==> config.mk <==
export PLATFORM = sky130hd
export DESIGN_NAME = matrix4x4_multiply_top
export DESIGN_NICKNAME = d
export VERILOG_FILES = /design/src/hw/rtl/mm_pkg.sv /design/src/hw/rtl/mm_ram.sv /design/src/hw/rtl/mm_datapath.sv /design/src/hw/rtl/mm_ctrl.sv /design/src/hw/rtl/matrix4x4_multiply_top.sv
export SDC_FILE = /design/constraint.sdc
export NUM_CORES = 2
export LEC_CHECK = 0
export ABC_AREA = 1
export ABC_CLOCK_PERIOD_IN_PS = 20700
export BUFFER_PORTS_ARGS = -buffer_cell sky130_fd_sc_hd__buf_2
export CORE_ASPECT_RATIO = 1.25
export CORE_MARGIN = 2
export CORE_UTILIZATION = 54
export DETAILED_ROUTE_END_ITERATION = 6
export PLACE_DENSITY = 0.68
export SETUP_SLACK_MARGIN = 0.5
export SKIP_LAST_GASP = 1
export SYNTH_ARGS = -nofsm -noshare
export SYNTH_HDL_FRONTEND = slang
export SYNTH_SLANG_ARGS = --single-unit
==> constraint.sdc <==
create_clock -name clk -period 20.7 [get_ports clk]
set_clock_uncertainty 0.1 [all_clocks]
set_input_delay 6.21 -clock clk [delete_from_list [all_inputs] [get_ports clk]]
set_output_delay 6.21 -clock clk [all_outputs]
set_load 0.02 [all_outputs]
==> src/hw/rtl/mm_pkg.sv <==
`timescale 1ns / 1ps
`default_nettype none
// ----------------------------------------------------------------------------
// Matrix multiply package
// Shared widths and the command, write and result structs of the 4x4
// Q16.16 matrix multiplier.
// ----------------------------------------------------------------------------
package mm_pkg;

  localparam int ELEM_W  = 32;
  localparam int DEPTH   = 16;
  localparam int ADDR_W  = 4;
  localparam int IDX_W   = 2;
  localparam int PROD_W  = 2 * ELEM_W;
  // Four full products need two guard bits.
  localparam int ACC_W   = PROD_W + 2;
  localparam int TDATA_W = 40;

  typedef struct packed {
    logic                     en;
    logic                     sel;
    logic [ADDR_W-1:0]        addr;
    logic signed [ELEM_W-1:0] data;
  } mm_wr_t;

  typedef struct packed {
    logic              rd_en;
    logic              rd_first;
    logic [ADDR_W-1:0] a_addr;
    logic [ADDR_W-1:0] b_addr;
    logic              load;
    logic [IDX_W-1:0]  row;
    logic [IDX_W-1:0]  col;
    logic              last;
  } mm_cmd_t;

  typedef struct packed {
    logic [IDX_W-1:0]         row;
    logic [IDX_W-1:0]         col;
    logic signed [ELEM_W-1:0] value;
    logic                     sat;
    logic                     last;
  } mm_res_t;

endpackage
`default_nettype wire

==> src/hw/rtl/mm_ram.sv <==
`timescale 1ns / 1ps
`default_nettype none
// ----------------------------------------------------------------------------
// Generic RAM
// One write port and one read port with registered read data.
// ----------------------------------------------------------------------------
module mm_ram #(
  parameter int WIDTH = 32,
  parameter int DEPTH = 16
) (
  input  wire logic                     clk,
  input  wire logic                     we,
  input  wire logic [$clog2(DEPTH)-1:0] waddr,
  input  wire logic [WIDTH-1:0]         wdata,
  input  wire logic                     re,
  input  wire logic [$clog2(DEPTH)-1:0] raddr,
  output logic      [WIDTH-1:0]         rdata
);

  logic [WIDTH-1:0] mem [DEPTH];

  always_ff @(posedge clk) begin
    if (we) begin
      mem[waddr] <= wdata;
    end
    if (re) begin
      rdata <= mem[raddr];
    end
  end

endmodule
`default_nettype wire

==> src/hw/rtl/mm_datapath.sv <==
`timescale 1ns / 1ps
`default_nettype none
// ----------------------------------------------------------------------------
// Matrix multiply datapath
// Operand memories, one shared multiplier, accumulator, scaling with
// saturation, and the result register.
// ----------------------------------------------------------------------------
module mm_datapath #(
  parameter int FRAC_BITS = 16
) (
  input  wire logic            clk,
  input  wire logic            rst,
  input  wire mm_pkg::mm_wr_t  wr,
  input  wire mm_pkg::mm_cmd_t cmd,
  output logic                 pipe_busy,
  output mm_pkg::mm_res_t      res
);
  import mm_pkg::*;

  logic [ELEM_W-1:0]        rdata_a;
  logic [ELEM_W-1:0]        rdata_b;
  logic                     v1;
  logic                     first1;
  logic                     v2;
  logic                     first2;
  logic signed [PROD_W-1:0] prod;
  logic signed [PROD_W-1:0] prod_next;
  logic signed [ACC_W-1:0]  acc;
  logic signed [ACC_W-1:0]  prod_ext;
  logic signed [ACC_W-1:0]  shifted;
  logic                     sat_pos;
  logic                     sat_neg;
  logic signed [ELEM_W-1:0] value_next;

  mm_ram #(.WIDTH(ELEM_W), .DEPTH(DEPTH)) u_ram_first (
    .clk   (clk),
    .we    (wr.en && !wr.sel),
    .waddr (wr.addr),
    .wdata (wr.data),
    .re    (cmd.rd_en),
    .raddr (cmd.a_addr),
    .rdata (rdata_a)
  );

  mm_ram #(.WIDTH(ELEM_W), .DEPTH(DEPTH)) u_ram_second (
    .clk   (clk),
    .we    (wr.en && wr.sel),
    .waddr (wr.addr),
    .wdata (wr.data),
    .re    (cmd.rd_en),
    .raddr (cmd.b_addr),
    .rdata (rdata_b)
  );

  assign prod_next = $signed(rdata_a) * $signed(rdata_b);
  assign prod_ext  = {{(ACC_W - PROD_W){prod[PROD_W-1]}}, prod};
  assign pipe_busy = v1 || v2;

  always_ff @(posedge clk) begin
    if (rst) begin
      v1     <= 1'b0;
      first1 <= 1'b0;
      v2     <= 1'b0;
      first2 <= 1'b0;
    end else begin
      v1     <= cmd.rd_en;
      first1 <= cmd.rd_first;
      v2     <= v1;
      first2 <= first1;
    end
  end

  always_ff @(posedge clk) begin
    if (v1) begin
      prod <= prod_next;
    end
    if (v2) begin
      acc <= first2 ? prod_ext : acc + prod_ext;
    end
  end

  // The floor shift keeps all guard bits; the result fits 32 bits only
  // when bit 31 and every bit above it agree.
  assign shifted = acc >>> FRAC_BITS;
  assign sat_pos = !shifted[ACC_W-1] && (|shifted[ACC_W-2:ELEM_W-1]);
  assign sat_neg = shifted[ACC_W-1] && !(&shifted[ACC_W-2:ELEM_W-1]);

  always_comb begin
    priority if (sat_pos) begin
      value_next = {1'b0, {(ELEM_W-1){1'b1}}};
    end else if (sat_neg) begin
      value_next = {1'b1, {(ELEM_W-1){1'b0}}};
    end else begin
      value_next = shifted[ELEM_W-1:0];
    end
  end

  always_ff @(posedge clk) begin
    if (cmd.load) begin
      res.row   <= cmd.row;
      res.col   <= cmd.col;
      res.value <= value_next;
      res.sat   <= sat_pos || sat_neg;
      res.last  <= cmd.last;
    end
  end

  assert property (@(posedge clk) disable iff (rst)
    cmd.load |-> !pipe_busy)
    else $error("result loaded while the accumulation is still running");

  assert property (@(posedge clk) disable iff (rst)
    v2 && !first2 |-> $past(v2, 1))
    else $error("accumulation continued without a preceding term");

  assert property (@(posedge clk) disable iff (rst)
    cmd.rd_en |=> v1)
    else $error("issued read did not enter the pipeline");

endmodule
`default_nettype wire

==> src/hw/rtl/mm_ctrl.sv <==
`timescale 1ns / 1ps
`default_nettype none
// ----------------------------------------------------------------------------
// Matrix multiply controller
// Accepts element loads, then sequences the sixteen dot products and the
// output handshake.
// ----------------------------------------------------------------------------
module mm_ctrl (
  input  wire logic        clk,
  input  wire logic        rst,
  input  wire logic        in_valid,
  input  wire logic        in_last,
  output logic             in_ready,
  output logic             out_valid,
  input  wire logic        out_ready,
  input  wire logic        pipe_busy,
  output mm_pkg::mm_cmd_t  cmd
);
  import mm_pkg::*;

  localparam logic [1:0] ST_IDLE  = 2'd0;
  localparam logic [1:0] ST_ISSUE = 2'd1;
  localparam logic [1:0] ST_WAIT  = 2'd2;
  localparam logic [1:0] ST_EMIT  = 2'd3;

  logic [1:0]        state;
  logic [1:0]        state_next;
  logic [IDX_W-1:0]  k;
  logic [IDX_W-1:0]  k_next;
  logic [ADDR_W-1:0] elem;
  logic [ADDR_W-1:0] elem_next;
  logic [IDX_W-1:0]  row_i;
  logic [IDX_W-1:0]  col_j;

  assign row_i     = elem[ADDR_W-1:IDX_W];
  assign col_j     = elem[IDX_W-1:0];
  assign in_ready  = (state == ST_IDLE);
  assign out_valid = (state == ST_EMIT);

  always_comb begin
    state_next   = state;
    k_next       = k;
    elem_next    = elem;
    cmd          = '0;
    // Column j of the first matrix against row i of the second.
    cmd.a_addr   = {k, col_j};
    cmd.b_addr   = {row_i, k};
    cmd.rd_first = (k == '0);
    cmd.row      = row_i;
    cmd.col      = col_j;
    cmd.last     = (elem == '1);
    unique case (state)
      ST_IDLE: begin
        if (in_valid && in_last) begin
          state_next = ST_ISSUE;
          k_next     = '0;
          elem_next  = '0;
        end
      end
      ST_ISSUE: begin
        cmd.rd_en = 1'b1;
        k_next    = k + 1'b1;
        if (k == '1) begin
          state_next = ST_WAIT;
        end
      end
      ST_WAIT: begin
        if (!pipe_busy) begin
          cmd.load   = 1'b1;
          state_next = ST_EMIT;
        end
      end
      ST_EMIT: begin
        if (out_ready) begin
          k_next = '0;
          if (elem == '1) begin
            state_next = ST_IDLE;
          end else begin
            elem_next  = elem + 1'b1;
            state_next = ST_ISSUE;
          end
        end
      end
      default: begin
        state_next = ST_IDLE;
      end
    endcase
  end

  always_ff @(posedge clk) begin
    if (rst) begin
      state <= ST_IDLE;
      k     <= '0;
      elem  <= '0;
    end else begin
      state <= state_next;
      k     <= k_next;
      elem  <= elem_next;
    end
  end

  assert property (@(posedge clk) disable iff (rst)
    $rose(state == ST_EMIT) |-> $past(cmd.load))
    else $error("word presented without a loaded result");

  assert property (@(posedge clk) disable iff (rst)
    pipe_busy |-> !in_ready)
    else $error("input accepted while products are in flight");

  assert property (@(posedge clk) disable iff (rst)
    (state == ST_EMIT) && out_ready && (elem == '1) |=> (state == ST_IDLE))
    else $error("controller did not return to idle after the final word");

endmodule
`default_nettype wire

==> src/hw/rtl/matrix4x4_multiply_top.sv <==
// An element load is written to its operand memory as it is accepted; after
// a word with the multiply flag, the first result is offered once its reads
// are issued, the read, multiply and accumulate pipeline has drained and the
// result register is loaded. Each further element starts after the word before
// it is taken, paced by the single shared multiplier and pipeline draining.
// Reset clears the controller and the pipeline valid flags; matrix elements
// are undefined until loaded.
`timescale 1ns / 1ps
`default_nettype none
// ----------------------------------------------------------------------------
// 4x4 matrix multiplier
// Stores two 4x4 Q16.16 matrices one word at a time and streams out their
// saturated product in row-major order.
// ----------------------------------------------------------------------------
module matrix4x4_multiply_top #(
  parameter int FRAC_BITS = 16
) (
  input  wire logic                        clk,
  input  wire logic                        rst,
  input  wire logic                        s_tvalid,
  output logic                             s_tready,
  // [1:0] row_index, [3:2] col_index, [35:4] element_value, [39:36] zero
  input  wire logic [mm_pkg::TDATA_W-1:0]  s_tdata,
  // [0] operand_select
  input  wire logic                        s_tuser,
  input  wire logic                        s_tlast,
  output logic                             m_tvalid,
  input  wire logic                        m_tready,
  // [1:0] result_row, [3:2] result_col, [35:4] result_value, [39:36] zero
  output logic      [mm_pkg::TDATA_W-1:0]  m_tdata,
  // [0] saturated
  output logic                             m_tuser,
  output logic                             m_tlast
);
  import mm_pkg::*;

  mm_wr_t  wr;
  mm_cmd_t cmd;
  mm_res_t res;
  logic    pipe_busy;

  // Elements are stored at row * 4 + col.
  assign wr.en   = s_tvalid && s_tready;
  assign wr.sel  = s_tuser;
  assign wr.addr = {s_tdata[1:0], s_tdata[3:2]};
  assign wr.data = s_tdata[35:4];

  mm_ctrl u_ctrl (
    .clk       (clk),
    .rst       (rst),
    .in_valid  (s_tvalid),
    .in_last   (s_tlast),
    .in_ready  (s_tready),
    .out_valid (m_tvalid),
    .out_ready (m_tready),
    .pipe_busy (pipe_busy),
    .cmd       (cmd)
  );

  mm_datapath #(.FRAC_BITS(FRAC_BITS)) u_datapath (
    .clk       (clk),
    .rst       (rst),
    .wr        (wr),
    .cmd       (cmd),
    .pipe_busy (pipe_busy),
    .res       (res)
  );

  assign m_tdata = {{(TDATA_W - ELEM_W - 2 * IDX_W){1'b0}}, res.value, res.col, res.row};
  assign m_tuser = res.sat;
  assign m_tlast = res.last;

endmodule
`default_nettype wire
# Word-level counts from Yosys, hierarchy flattened
# Memory sizes are Yosys's and may differ from the RTL's. A register that Yosys moved wholly into a read port is not among the register bits.
# Index checks and enable logic that the tools add are counted.
# totals
ff_bits	180
mem_bits_rw	1024
in_bits	46
word_cells	72
mem_count	2
# memory_table
memory	words	word_bits	rd	rd_ports_with_merged_regs	write_ports	line	text
u_datapath.u_ram_first.mem	16	32	1	1	1	mm_ram.sv:20	logic [WIDTH-1:0] mem [DEPTH];
u_datapath.u_ram_second.mem	16	32	1	1	1	mm_ram.sv:20	
# classes
add_sub_neg	3
multipliers	1
eq_ne	10
muxes	22
reduce_logical	20
# ops
cell	n
66-bit by 64-bit adder with 66-bit output	1
66-bit two-way mux	1
32-bit by 32-bit multiplier with 64-bit output	1
32-bit two-way mux	1
19-bit AND reduction	1
19-bit OR reduction	1
2-bit two-way mux	6
4-bit two-way mux	3
1-bit two-way mux	8
2-bit one-hot mux with 4 select lines	1
4-bit one-hot mux with 2 select lines	1
4-bit AND reduction	2
2-bit == test (second input constant)	3
1-bit logical AND	6
2-bit by 1-bit != test with 1-bit output (second input constant)	3
2-bit one-hot mux with 3 select lines	1
4-bit by 1-bit adder with 4-bit output (second input constant)	1
4-bit == test (second input constant)	1
2-bit zero test	2
2-bit != test (second input constant)	2
1-bit zero test	3
3-bit AND reduction	1
3-bit nonzero test	1
2-bit by 1-bit adder with 2-bit output (second input constant)	1
3 further kinds	4

# Longest topological paths before layout
# depth
word_depth	5
depth_mapped	31
depth_no_buf	30

# Cells and area by module
# Synthesis repeated with hierarchy kept, for this count alone.
# hier_totals
hier_cells	10688
area_unflattened_um2	96711.5
# by_module_without_submodules
module	instances	cells_each	area_per_inst_um2	seq_area_each_um2
mm_datapath	1	6352	49966.7	5124.9
mm_ram	2	2120	23050.9	16335.7
mm_ctrl	1	89	601.8	160.2
matrix4x4_multiply_top	1	7	41.3	0.0

# Worst setup path before layout
# Ideal clock, no wire load.
# synth_path
kind	input -> register
from	in s_tuser
to	mem u_datapath.u_ram_first.mem[15][0] (enable)
setup_time_ps	421
arrival_ps	8084
setup_slack_ps	12095
path_stages	3
path_buffers	1
cell_sequence	nand3b_1 > clkbuf_1 > nor2_1
# synth_between
elab_chain_cells	4
# synth_rtl
element	line	text
from (decl)	matrix4x4_multiply_top.sv:25	input wire logic s_tuser,
1-bit zero test	mm_datapath.sv:37	.we (wr.en && !wr.sel),
1-bit logical AND	mm_datapath.sv:37	
1-bit two-way mux	mm_ram.sv:23	if (we) begin
1-bit two-way mux (implied by the code)	mm_ram.sv:24	mem[waddr] <= wdata;
to (decl)	mm_ram.sv:20	
# No other way between the ends.

# Final worst setup path
# layout_path
from	reg u_datapath.u_ram_first.rdata[31], read port of u_datapath.u_ram_first.mem
to	reg u_datapath.prod[56], data pin
# layout_between
elab_chain_cells	1
# layout_rtl
element	line	text
from (decl)	mm_ram.sv:17	output logic [WIDTH-1:0] rdata
32-bit by 32-bit multiplier with 64-bit output	mm_datapath.sv:55	assign prod_next = $signed(rdata_a) * $signed(rdata_b);
net u_datapath.prod_next[56]	mm_datapath.sv:27	logic signed [PROD_W-1:0] prod_next;
to (signal assigned)	mm_datapath.sv:75	prod <= prod_next;
to (decl)	mm_datapath.sv:26	logic signed [PROD_W-1:0] prod;
# The timed path passes the listed nets, and every way through them passes these cells.
# A chain may end at the register's enable or synchronous reset.

==> flow_metrics.env <==
export IMPL_synth_avg_cell_area_um2=10.1
export IMPL_design_core_area_um2=169000
export IMPL_timing_hold_violations_final=0
export IMPL_grt_remaining_overflow=0
export IMPL_timing_critical_path_slowest_stage_cell="sky130_fd_sc_hd__fa_1"
export IMPL_critical_path_arrival_ps=9250
export IMPL_vias=64400
export IMPL_ys_async_sr_fraction_pct=0
export IMPL_drv_cap=0
export IMPL_syn_to_final_growth_pct=7.31
export IMPL_io_pins=90
export IMPL_cts_tree="yes"
export IMPL_floorplan_die_width_um=373
export IMPL_detail_route_wirelength_um=257000
export IMPL_final_fill_count=14200
export IMPL_synth_enable_flop_cells=1256
export IMPL_postSynthCellCount=9104
export IMPL_failing_checks="DRC"
export IMPL_ctsHtreeMaxLevel=3
export IMPL_cts_hold_repair_buffers=0
export IMPL_detail_route_wl_per_cell_um=22.6
export IMPL_cts_resized=0
export IMPL_tightest_slew_ps=1120
export IMPL_initialDrtViolationCount=4793
export IMPL_viasPerCell=5.68
export IMPL_drtPass1Iterations=7
export IMPL_crit_path_most_repeated_cell="sky130_fd_sc_hd__fa_1"
export IMPL_floorplan_initialDensity_pct=54.2
export IMPL_fin_setup_tns_ps=0
export IMPL_route_antenna_remaining_nets=0
export IMPL_numPortBuffers=81
export IMPL_grtUsageTotal_pct=30.1
export IMPL_ctsLongestPathBuffers=3
export IMPL_critPathLaunchType="flip-flop"
export IMPL_dominantRegCellSynth="sky130_fd_sc_hd__edfxtp_1"
export IMPL_cts_root_buf="sky130_fd_sc_hd__clkbuf_16"
export IMPL_critPathMaxFanout=32
export IMPL_cts_sinks=1268
export IMPL_layout_min_cycle_time_ps=8840
export IMPL_detailedPlacementHpwl_um=180000
export IMPL_final_setup_violation_count=0
export IMPL_grt_setup_unrepaired="false"
export IMPL_grt_start_max_net_pins=102
export IMPL_worst_setup_path_end_kind="flip-flop"
export IMPL_number_of_antenna_violations_at_the_first_check_in_global_routing=9
export IMPL_floorplan_die_area_um2=173000
export IMPL_setup_reg_to_reg_worst_slack_ps=11860
export IMPL_tightest_hold_check_type="reg2reg"
export IMPL_cts_buffers=119
export IMPL_place_congestion=1.03
export IMPL_run_status="complete, but fails checks"
export IMPL_yosys_register_bits=1268
export IMPL_crit_type="reg2reg"
export IMPL_fmax_mhz=113
export IMPL_global_route_wire_length_before_repair_um=393000
export IMPL_sequential_area_share_after_synthesis_pct=41.4
export IMPL_worst_ep_required_time_ps=21110
export IMPL_worst_max_slew_margin_expressed_relative_to_the_limit_pct=25.5
export IMPL_drive_above_1_share_pct=6.03
export IMPL_row_count=169
export IMPL_finalNetCount=10400
export IMPL_slew_violations=0
export IMPL_crit_buf_inv=8
export IMPL_ys_types=59
export IMPL_clkLatencyLatePin_ps=790
export IMPL_die_height_um=465
export IMPL_cpLargestDelayFamily="adder cells"
export IMPL_grt_pass1_vias=67800
export IMPL_clkSlewWorstSetupHoldPaths_ps=70
export IMPL_maximum_single_stage_delay_on_the_critical_path_ps=930
export IMPL_post_cts_setup_buffer_count=0
export IMPL_mappedNetlistArea_um2=91700
export IMPL_yosysWarnings=0
export IMPL_period_share_pct=42.7
export IMPL_remaining_routing_drc_violations=1
-- metrics by stage --
stage | worst slack, ps | instance area [um2] | utilization, % | hold slack [ps] | instances
after detailed placement | 11800 | 94400 | 55.8 | 289 | 11100
after global routing | 11530 | 98400 | 58.2 | 335 | 11300
after floorplan | 12090 | 91700 | - | 288 | 9107
after global placement | 11860 | 94400 | 55.8 | 290 | 11100
after CTS | 11910 | 98400 | 58.2 | 307 | 11300
final | 11860 | 98400 | 58.2 | 305 | 11300
-- state kept, by name, summed over array words and instances, names as in the netlist --
register                       count
u_ctrl.elem                        4
u_ctrl.k                           2
u_ctrl.state                       2
u_datapath.acc                    66
u_datapath.first1                  1
u_datapath.first2                  1
u_datapath.prod                   64
u_datapath.res                    38
u_datapath.u_ram_first.mem       512
u_datapath.u_ram_first.rdata      32
u_datapath.u_ram_second.mem      512
u_datapath.u_ram_second.rdata     32
u_datapath.v1                      1
u_datapath.v2                      1
-- worst register-to-register path, cell delays in order, from the launching register on --
cell,delay (ps)
sky130_fd_sc_hd__edfxtp_1,330
sky130_fd_sc_hd__buf_4,410
sky130_fd_sc_hd__nand2_1,250
sky130_fd_sc_hd__inv_1,140
sky130_fd_sc_hd__fa_1,400
sky130_fd_sc_hd__inv_1,270
sky130_fd_sc_hd__fa_1,470
sky130_fd_sc_hd__inv_1,240
sky130_fd_sc_hd__fa_1,510
sky130_fd_sc_hd__fa_1,930
sky130_fd_sc_hd__inv_1,430
sky130_fd_sc_hd__fa_1,590
sky130_fd_sc_hd__inv_1,60
sky130_fd_sc_hd__fa_1,540
sky130_fd_sc_hd__inv_1,50
sky130_fd_sc_hd__fa_1,470
sky130_fd_sc_hd__inv_1,50
sky130_fd_sc_hd__fa_1,450
sky130_fd_sc_hd__ha_1,380
sky130_fd_sc_hd__a21oi_1,270
sky130_fd_sc_hd__o21ai_0,210
sky130_fd_sc_hd__nor2_1,400
sky130_fd_sc_hd__nand2_1,110
sky130_fd_sc_hd__a21oi_1,130
sky130_fd_sc_hd__nand2_1,200
sky130_fd_sc_hd__xor2_1,200
-- synthesized netlist by cell type, types with 5 or more instances --
cell / n / area share, %
sky130_fd_sc_hd__a31oi_1: 9 / 0.061
sky130_fd_sc_hd__o21ai_2: 5 / 0.048
sky130_fd_sc_hd__nand3_2: 8 / 0.087
sky130_fd_sc_hd__o21a_1: 8 / 0.065
sky130_fd_sc_hd__nand2_2: 12 / 0.082
sky130_fd_sc_hd__buf_2: 73 / 0.40
sky130_fd_sc_hd__or2_2: 14 / 0.096
sky130_fd_sc_hd__a21boi_0: 6 / 0.049
sky130_fd_sc_hd__o21ai_1: 21 / 0.11
sky130_fd_sc_hd__edfxtp_1: 1256 / 41
sky130_fd_sc_hd__o22ai_1: 37 / 0.25
sky130_fd_sc_hd__nand3b_1: 20 / 0.16
sky130_fd_sc_hd__mux2i_1: 89 / 0.97
sky130_fd_sc_hd__a21o_1: 10 / 0.082
sky130_fd_sc_hd__nor3_1: 15 / 0.082
sky130_fd_sc_hd__o211ai_1: 77 / 0.63
sky130_fd_sc_hd__nor4_1: 12 / 0.082
sky130_fd_sc_hd__nor2_2: 29 / 0.20
sky130_fd_sc_hd__fa_1: 1083 / 24
sky130_fd_sc_hd__clkbuf_1: 320 / 1.3
sky130_fd_sc_hd__xor2_1: 48 / 0.46
sky130_fd_sc_hd__o32ai_1: 39 / 0.37
sky130_fd_sc_hd__xnor2_1: 29 / 0.28
sky130_fd_sc_hd__inv_1: 1796 / 7.4
sky130_fd_sc_hd__buf_4: 19 / 0.16
sky130_fd_sc_hd__o21bai_1: 25 / 0.20
sky130_fd_sc_hd__buf_1: 9 / 0.037
sky130_fd_sc_hd__o221ai_1: 180 / 1.7
sky130_fd_sc_hd__a21oi_1: 175 / 0.96
sky130_fd_sc_hd__dfxtp_1: 12 / 0.26
sky130_fd_sc_hd__inv_2: 35 / 0.14
sky130_fd_sc_hd__or2_1: 6 / 0.041
sky130_fd_sc_hd__ha_1: 256 / 3.5
sky130_fd_sc_hd__nor2_1: 789 / 3.2
sky130_fd_sc_hd__o21ai_0: 479 / 2.6
sky130_fd_sc_hd__a21oi_2: 7 / 0.067
sky130_fd_sc_hd__nand3_1: 183 / 1.0
sky130_fd_sc_hd__nand4_1: 27 / 0.18
sky130_fd_sc_hd__nand2_1: 1853 / 7.6
-- cells in the final DEF (no fill, tap or decap), types with 27 or more instances in the layout --
cell type | Yosys | layout
sky130_fd_sc_hd__fa_1 | 1083 | 1083
sky130_fd_sc_hd__clkbuf_16 | 0 | 120
sky130_fd_sc_hd__o22ai_1 | 37 | 37
sky130_fd_sc_hd__nor2_1 | 789 | 757
sky130_fd_sc_hd__buf_2 | 73 | 81
sky130_fd_sc_hd__a21oi_1 | 175 | 175
sky130_fd_sc_hd__o21ai_0 | 479 | 479
sky130_fd_sc_hd__nand3_1 | 183 | 182
sky130_fd_sc_hd__nor2_4 | 1 | 33
sky130_fd_sc_hd__nand4_1 | 27 | 27
sky130_fd_sc_hd__nor2_2 | 29 | 29
sky130_fd_sc_hd__clkinv_1 | 3 | 30
sky130_fd_sc_hd__buf_4 | 19 | 127
sky130_fd_sc_hd__o221ai_1 | 180 | 180
sky130_fd_sc_hd__o211ai_1 | 77 | 77
sky130_fd_sc_hd__inv_2 | 35 | 33
sky130_fd_sc_hd__xor2_1 | 48 | 48
sky130_fd_sc_hd__edfxtp_1 | 1256 | 1256
sky130_fd_sc_hd__o32ai_1 | 39 | 39
sky130_fd_sc_hd__ha_1 | 256 | 255
sky130_fd_sc_hd__mux2i_1 | 89 | 89
sky130_fd_sc_hd__inv_1 | 1796 | 1796
sky130_fd_sc_hd__nand2_1 | 1853 | 1853
sky130_fd_sc_hd__xnor2_1 | 29 | 29
-- cell type report --
type	instances	area, um2	share of cell area (%)
clock buffer	138	3070	3.12
timing repair buffer	208	1360	1.38
sequential	1268	38000	38.6
inverter	1834	6900	7.01
multi-input combinational	5583	45400	46.1
tap	2223	2780	2.83
clock inverter	85	905	0.919
antenna	2	5.00	0.00509
-- worst paths after layout --
| check | end | cells after the start | from |
|---|---|---|---|
| max reg2reg | u_datapath.prod[56] | 25 | u_datapath.u_ram_first.rdata[31] |
| max | u_datapath.prod[56] | 25 | u_datapath.u_ram_first.rdata[31] |
| min reg2reg | u_datapath.first2 | 2 | u_datapath.first1 |
| min | u_datapath.first2 | 2 | u_datapath.first1 |
-- per-layer routing --
layer  up-vias  track usage (%)  wire length, um
li1      28700                -                -
met1     32300             35.1            92100
met2      2597             53.9           133000
met3       821             3.82            16500
met4         6             15.7            15000
met5         -           0.0848               33
-- cells by family after synthesis --
kind of cell | Yosys count | share of synthesized area (%)
AND/OR/NAND/NOR | 2979 | 12.9
adder cells (fa/ha/maj) | 1339 | 27.1
XOR/XNOR | 77 | 0.735
buffers and inverters | 2256 | 9.42
flip-flops | 1268 | 41.4
AO/OA/AOI/OAI | 1095 | 7.41
multiplexers | 89 | 0.971
other | 1 | 0.00409
Power is left out: the tool's default activity adds up to more than one toggle a clock period on the data nets, which glitch-free logic cannot reach.
